===== config.mk =====
export PLATFORM = sky130hd
export DESIGN_NAME = payload_word_munge_codec
export DESIGN_NICKNAME = d
export VERILOG_FILES = /design/src/rtl/pwmc_pkg.sv /design/src/rtl/pwmc_in_stage.sv /design/src/rtl/pwmc_xform.sv /design/src/rtl/payload_word_munge_codec.sv
export SDC_FILE = /design/constraint.sdc
export NUM_CORES = 1
export LEC_CHECK = 0
export ABC_AREA = 1
export BUFFER_PORTS_ARGS = -buffer_cell sky130_fd_sc_hd__buf_2
export CAP_MARGIN = 40
export CORE_MARGIN = 5
export CORE_UTILIZATION = 40
export DETAILED_ROUTE_END_ITERATION = 8
export GPL_ROUTABILITY_DRIVEN = 0
export SYNTH_ARGS = -nofsm -noshare
export SYNTH_HDL_FRONTEND = slang
export SYNTH_SLANG_ARGS = --single-unit

===== constraint.sdc =====
create_clock -name clk -period 2.14 [get_ports clk]
set_input_delay 0.214 -clock clk [delete_from_list [all_inputs] [get_ports clk]]
set_output_delay 0.214 -clock clk [all_outputs]
set_load 0.01 [all_outputs]

===== src/rtl/pwmc_pkg.sv =====
`timescale 1ns / 1ps
// ----------------------------------------------------------------------------
// pwmc_pkg
// Shared types, constants and the mask function of the payload word munge
// codec.
// ----------------------------------------------------------------------------
package pwmc_pkg;

  localparam int unsigned WORD_W  = 32;
  localparam int unsigned KEY_W   = 8;
  localparam int unsigned BLK_W   = 4;
  localparam int unsigned LANES   = 4;
  localparam int unsigned IN_DATA_W  = 40;  // key_byte, data_word
  localparam int unsigned IN_USER_W  = 3;   // mode, first_word, whole_word
  localparam int unsigned OUT_DATA_W = 32;  // result_word

  localparam logic [7:0] BASE_MASK_BYTE = 8'hA5;

  // Direction codes
  localparam logic MODE_MUNGE   = 1'b0;
  localparam logic MODE_UNMUNGE = 1'b1;

  typedef logic [7:0] byte_t;

  localparam byte_t MASK_TABLE [16] = '{
    8'h05, 8'h61, 8'h7A, 8'hED,
    8'h1B, 8'hCA, 8'h0D, 8'h9B,
    8'h4A, 8'hF1, 8'h64, 8'hC7,
    8'hB5, 8'h8E, 8'hDF, 8'hA0
  };

  // One registered input request, block index already resolved
  typedef struct packed {
    logic               mode;
    logic               whole;
    logic [KEY_W-1:0]   key;
    logic [WORD_W-1:0]  data;
    logic [BLK_W-1:0]   blk;
  } item_t;

  // Lane i: 0xA5 | (i << i) | i | table[(blk + i) mod 16]
  function automatic logic [WORD_W-1:0] mask_word(input logic [BLK_W-1:0] blk);
    logic [WORD_W-1:0] m;
    logic [BLK_W-1:0]  idx;
    logic [7:0]        lane_k;
    m = '0;
    for (int i = 0; i < LANES; i++) begin
      idx    = blk + BLK_W'(i);
      lane_k = (8'(i) << i) | 8'(i);
      m[8*i +: 8] = BASE_MASK_BYTE | lane_k | MASK_TABLE[idx];
    end
    return m;
  endfunction

  function automatic logic [WORD_W-1:0] swap_bytes(input logic [WORD_W-1:0] v);
    return {v[7:0], v[15:8], v[23:16], v[31:24]};
  endfunction

endpackage


===== src/rtl/pwmc_in_stage.sv =====
`timescale 1ns / 1ps
// ----------------------------------------------------------------------------
// pwmc_in_stage
// Input register and block counter: resolves each request's block index
// and holds the request until the result stage takes it.
// ----------------------------------------------------------------------------
module pwmc_in_stage
  import pwmc_pkg::*;
(
  input  logic                  clk,
  input  logic                  rst_n,
  input  logic                  in_take,     // request accepted this cycle
  input  logic                  in_mode,
  input  logic                  in_first,
  input  logic                  in_whole,
  input  logic [KEY_W-1:0]      in_key,
  input  logic [WORD_W-1:0]     in_data,
  input  logic                  item_pop,    // held request moves on
  output logic                  item_valid,
  output item_t                 item
);

  logic              valid_r, valid_nxt;
  logic [BLK_W-1:0]  cnt_r, cnt_nxt;
  item_t             item_r, item_nxt;
  logic [BLK_W-1:0]  blk;

  // Block index: restart on a packet's first word
  always_comb begin
    blk      = in_first ? '0 : cnt_r;
    cnt_nxt  = cnt_r;
    item_nxt = item_r;
    valid_nxt = valid_r;
    if (item_pop) begin
      valid_nxt = 1'b0;
    end
    if (in_take) begin
      cnt_nxt        = in_whole ? blk + 1'b1 : blk;
      item_nxt.mode  = in_mode;
      item_nxt.whole = in_whole;
      item_nxt.key   = in_key;
      item_nxt.data  = in_data;
      item_nxt.blk   = blk;
      valid_nxt      = 1'b1;
    end
  end

  always_ff @(posedge clk) begin
    if (!rst_n) begin
      valid_r <= 1'b0;
      cnt_r   <= '0;
    end else begin
      valid_r <= valid_nxt;
      cnt_r   <= cnt_nxt;
    end
  end

  // Payload, no reset
  always_ff @(posedge clk) begin
    item_r <= item_nxt;
  end

  assign item_valid = valid_r;
  assign item       = item_r;

`ifndef SYNTHESIS
  // A first word always works on block zero
  a_first_blk_zero: assert property (@(posedge clk) disable iff (!rst_n)
    in_take && in_first |=> item_r.blk == '0)
    else $error("first word not on block zero");

  // A whole word leaves the counter one past its own block
  a_whole_advances: assert property (@(posedge clk) disable iff (!rst_n)
    in_take && in_whole |=> cnt_r == item_r.blk + 1'b1)
    else $error("counter did not advance past whole word");

  // A partial tail inside a packet leaves the counter alone
  a_tail_holds: assert property (@(posedge clk) disable iff (!rst_n)
    in_take && !in_whole && !in_first |=> $stable(cnt_r))
    else $error("counter moved on partial tail");
`endif

endmodule


===== src/rtl/pwmc_xform.sv =====
`timescale 1ns / 1ps
// ----------------------------------------------------------------------------
// pwmc_xform
// Word transform: key XOR, byte swap and mask XOR in the order set by the
// direction, then XOR with the inverted key; partial tails pass through.
// ----------------------------------------------------------------------------
module pwmc_xform
  import pwmc_pkg::*;
(
  input  item_t              item,
  output logic [WORD_W-1:0]  result
);

  logic [WORD_W-1:0] key_w;
  logic [WORD_W-1:0] keyed;
  logic [WORD_W-1:0] pre;
  logic [WORD_W-1:0] masked;
  logic [WORD_W-1:0] post;

  always_comb begin
    key_w  = {{(WORD_W-KEY_W){1'b0}}, item.key};
    keyed  = item.data ^ key_w;
    // munge swaps before the mask, unmunge after it
    pre    = (item.mode == MODE_MUNGE) ? swap_bytes(keyed) : keyed;
    masked = pre ^ mask_word(item.blk);
    post   = (item.mode == MODE_UNMUNGE) ? swap_bytes(masked) : masked;
    result = item.whole ? (post ^ ~key_w) : item.data;
  end

endmodule


===== src/rtl/payload_word_munge_codec.sv =====
`timescale 1ns / 1ps
// Path: the input register holds each request, the result register its result word.
// Throughput: one word per cycle while out_tready is high; the single-pass XOR/swap datapath
// between the input and result registers takes a new word every cycle unless the result stage stalls.
// Reset: rst_n synchronous, active low; clears both valid flags and the
// block counter to zero. No configuration registers.
// ----------------------------------------------------------------------------
// payload_word_munge_codec
// Streams 32-bit payload words through the munge / unmunge transform.
// ----------------------------------------------------------------------------
module payload_word_munge_codec
  import pwmc_pkg::*;
(
  input  logic                   clk,
  input  logic                   rst_n,
  input  logic                   in_tvalid,
  output logic                   in_tready,
  input  logic [IN_DATA_W-1:0]   in_tdata,   // [7:0] key_byte, [39:8] data_word
  input  logic [IN_USER_W-1:0]   in_tuser,   // [0] mode, [1] first_word, [2] whole_word
  output logic                   out_tvalid,
  input  logic                   out_tready,
  output logic [OUT_DATA_W-1:0]  out_tdata   // [31:0] result_word
);

  logic              in_take;
  logic              item_valid;
  item_t             item;
  logic              out_load;
  logic [WORD_W-1:0] result;
  logic              out_valid_r, out_valid_nxt;
  logic [WORD_W-1:0] out_data_r, out_data_nxt;

  // Pipeline flow: result stage loads when empty or being drained
  assign out_load  = item_valid && (!out_valid_r || out_tready);
  assign in_tready = !item_valid || out_load;
  assign in_take   = in_tvalid && in_tready;

  pwmc_in_stage u_in_stage (
    .clk        (clk),
    .rst_n      (rst_n),
    .in_take    (in_take),
    .in_mode    (in_tuser[0]),
    .in_first   (in_tuser[1]),
    .in_whole   (in_tuser[2]),
    .in_key     (in_tdata[7:0]),
    .in_data    (in_tdata[39:8]),
    .item_pop   (out_load),
    .item_valid (item_valid),
    .item       (item)
  );

  pwmc_xform u_xform (
    .item   (item),
    .result (result)
  );

  // Result register
  always_comb begin
    out_valid_nxt = out_valid_r;
    out_data_nxt  = out_data_r;
    if (out_valid_r && out_tready) begin
      out_valid_nxt = 1'b0;
    end
    if (out_load) begin
      out_valid_nxt = 1'b1;
      out_data_nxt  = result;
    end
  end

  always_ff @(posedge clk) begin
    if (!rst_n) begin
      out_valid_r <= 1'b0;
    end else begin
      out_valid_r <= out_valid_nxt;
    end
  end

  always_ff @(posedge clk) begin
    out_data_r <= out_data_nxt;
  end

  assign out_tvalid = out_valid_r;
  assign out_tdata  = out_data_r;

`ifndef SYNTHESIS
  // Partial tails reach the result register untouched
  a_tail_passes: assert property (@(posedge clk) disable iff (!rst_n)
    out_load && !item.whole |=> out_data_r == $past(item.data))
    else $error("partial tail altered");

  // A held input request is never dropped while the result stage is full
  a_no_drop: assert property (@(posedge clk) disable iff (!rst_n)
    item_valid && out_valid_r && !out_tready |=> item_valid)
    else $error("held request lost");
`endif

endmodule


==> run_results.csv <==
group,metric,value,unit
run_status,status,"completed",
worst_setup_path,crit_top_cell,"nand2_1",
grt,grt.overflow.total,0,
worst_setup_path,path_cells,"inv_6 -> ha_1 -> nand2_1 -> o21ai_0 -> o21ai_2 -> xor2_1 -> nand2_1 -> nand2_1 -> inv_1 -> nand2_1 -> nand2_1",
layout,drive_gt1_share,24.39,%
timing,clock.fmax,517.8,MHz
worst_setup_path,cp_slowest_cell,"edfxtp_1",
timing,timing.slew.headroom,69.57,%
worst_setup_path,startpoint_type,"flip-flop",
timing,final.setup.tns,0,ns
floorplan,core_area,10230,sq um
place,port_buffers,80,
layout,final_common_cell,"nand2_1",
clocking,cts_root_buffer,"clkbuf_8",
worst_setup_path,critical_path.max_fanout,9,
grt,antenna_found_initial,0,
clocking,htreeDepth,3,
timing,drv_slew,0,
layout,fin_nets,586,
synthesis,synth.area.top_cells,"edfxtp_1, nand2_1, nand3_1, o21ai_0, inv_1",
layout,most-common-layout-cells,"nand2_1, buf_2, edfxtp_1",
grt,grtUsageTotal,13.80,%
floorplan,initial_core_util,40.81,%
power_and_ir_drop,power_density,742.9,nW/um^2
grt,grt_pass1_vias,3002,
timing,worst_slew_pin_slew,0.4564,ns
synthesis,synthesis.area,4175,sq um
grt,grt_start_max_net_pins,53,
synthesis,ys_ff_latch,84,
timing,post-route-period-util,90.25,%
worst_setup_path,worst-setup-path-type,"flip-flop to flip-flop",
synthesis,syn_inst,434,
layout,areaGrowthSynthToFinish,21.64,%
clocking,clock_sinks,84,
synthesis,synth_top_area_share,56.10,%
clocking,cts_buffers,9,
route,num_vias,3116,
layout,fillers,943,
min_path,hold_class,"primary input to flip-flop",
route,wl_per_cell,12.47,microns
synthesis,synth.distinct_cells,26,
clocking,clk_latency,0.36,ns
layout,regArea,2462,sq um
synthesis,yosysWarningCount,0,
clocking,clock_path_buffers,2,
floorplan,num_rows,37,
floorplan,die_y,112.2,microns
route,dr.pass1.iters,7,
timing,rsz0062_at_grt,"no",
layout,final_core_util,49.64,%
timing,hold_slack,0.01903,ns
floorplan,chipWidth,112.2,microns
layout,multiInputGateArea,1474,sq um
job,drv_cap,0,
route,ant_nets,0,
timing,hold_violations,0,
synthesis,yosys.area.top_type,"edfxtp_1",
synthesis,syn_nets,492,
clocking,clk_pin_slew,0.09,ns
power_and_ir_drop,ir_drop,424.3,uV
route,first_iter_violations,122,
route,drcViolationCount,0,
synthesis,seq_area_frac_synth,58.98,%
route,viasPerCell,4.658,
timing,setup_viol,0,
floorplan,dieArea,12580,sq um
layout,antennaDiodeCount,0,
timing,finClkSkew,0.008524,ns
worst_setup_path,worst_ep_required_time,2.27,ns
worst_setup_path,cp.arrival,2.06,ns
floorplan,boundaryPins,81,
power_and_ir_drop,p_leak,2.271,nW
grt,grt_pass1_wl,14060,microns
synthesis,synth.avg_cell_area,9.620,sq um
worst_setup_path,reg2reg_setup_slack,0.21,ns
timing,fin_crit,1.931,ns
place,hpwl,5857,microns
worst_setup_path,crit_path_end_kind,"flip-flop",
route,wl,8340,microns
worst_setup_path,cp_slowest_stage_delay,0.48,ns
clocking,cts_tree,"done",
-- cells in the mapped netlist (all sizes together) --
library cell	number
a21oi	10
a31oi	1
buf	9
clkbuf	4
dfxtp	6
edfxtp	78
ha	11
inv	46
mux2i	2
nand2	144
nand2b	1
nand3	44
nand3b	1
nand4	2
nor2	12
o211ai	2
o21ai	43
or2	4
xnor2	10
xor2	4
-- critical path: cells and delay by family, from the launching register on --
family | cells | cell delay [ns]
AND/OR/NAND/NOR | 5 | 0.34
adder cells (fa/ha/maj) | 1 | 0.28
AO/OA/AOI/OAI | 2 | 0.24
XOR/XNOR | 1 | 0.20
buffers and inverters | 2 | 0.17
flip-flops | 1 | 0.48
-- cell families after synthesis --
| logic type | count (synthesis) | synth area share, % |
|---|---|---|
| XOR/XNOR | 14 | 2.937 |
| AND/OR/NAND/NOR | 208 | 20.83 |
| buffers and inverters | 59 | 6.353 |
| AO/OA/AOI/OAI | 56 | 7.132 |
| adder cells (fa/ha/maj) | 11 | 3.296 |
| multiplexers | 2 | 0.4795 |
| flip-flops | 84 | 58.98 |
-- repair_timing --
action | 4_1_cts | 5_1_grt
hold buffers | 2 | 2
hold endpoints to repair | 2 | 2
resized for setup | 0 | 4
endpoints found under the setup margin | 0 | 4
setup buffers | 0 | 1
-- through the flow --
| step | cell area [sq um] | std cells | worst slack, ns | power [mW] |
|---|---|---|---|---|
| after floorplan | 4183 | 434 | 0.1522 | 2.333 |
| after global placement | 4781 | 648 | 0.2350 | 2.487 |
| after detailed placement | 4781 | 648 | 0.1967 | 2.505 |
| after CTS | 5032 | 666 | 0.1745 | 3.816 |
| after global routing | 5079 | 669 | 0.03228 | 3.978 |
| final | 5079 | 669 | 0.2086 | 3.773 |
-- layout make-up --
cell class | count | area share (%)
Sequential cell | 84 | 48.48
Multi-Input combinational cell | 291 | 29.02
Inverter | 46 | 3.572
Timing Repair Buffer | 96 | 11.01
Tap cell | 136 | 3.351
Clock inverter | 7 | 2.119
Clock buffer | 9 | 2.439
-- state kept, by name (all words and copies together), names as in the netlist --
register	flops
u_in_stage.item_valid	1
u_in_stage.item	46
out_tvalid	1
u_in_stage.cnt_r	4
out_tdata	32
-- where the power goes --
group	internal, mW	switching [mW]	total [mW]
sequential	1.91	0.0485	1.96
combinational	0.212	0.307	0.518
clock	0.679	0.616	1.30
-- metal layers --
metal / global-route usage (%) / up-vias / part of all wire (%)
li1: - / 1635 / -
met1: 17.35 / 1411 / 44
met2: 23.56 / 63 / 50
met3: 3.127 / 7 / 4.7
met4: 4.567 / 0 / 1.4
met5: 0 / - / 0
-- path summary, 6_finish.rpt --
kind / startpoint / endpoint / cells after the start
max reg2reg: u_in_stage.item[2] / out_tdata[20] / 11
min reg2reg: u_in_stage.cnt_r[2] / u_in_stage.cnt_r[2] / 2
max: u_in_stage.item[2] / out_tdata[20] / 11
min: in_tdata[30] / u_in_stage.item[26] / 1
No activity file was read; power rests on OpenSTA's default activity.
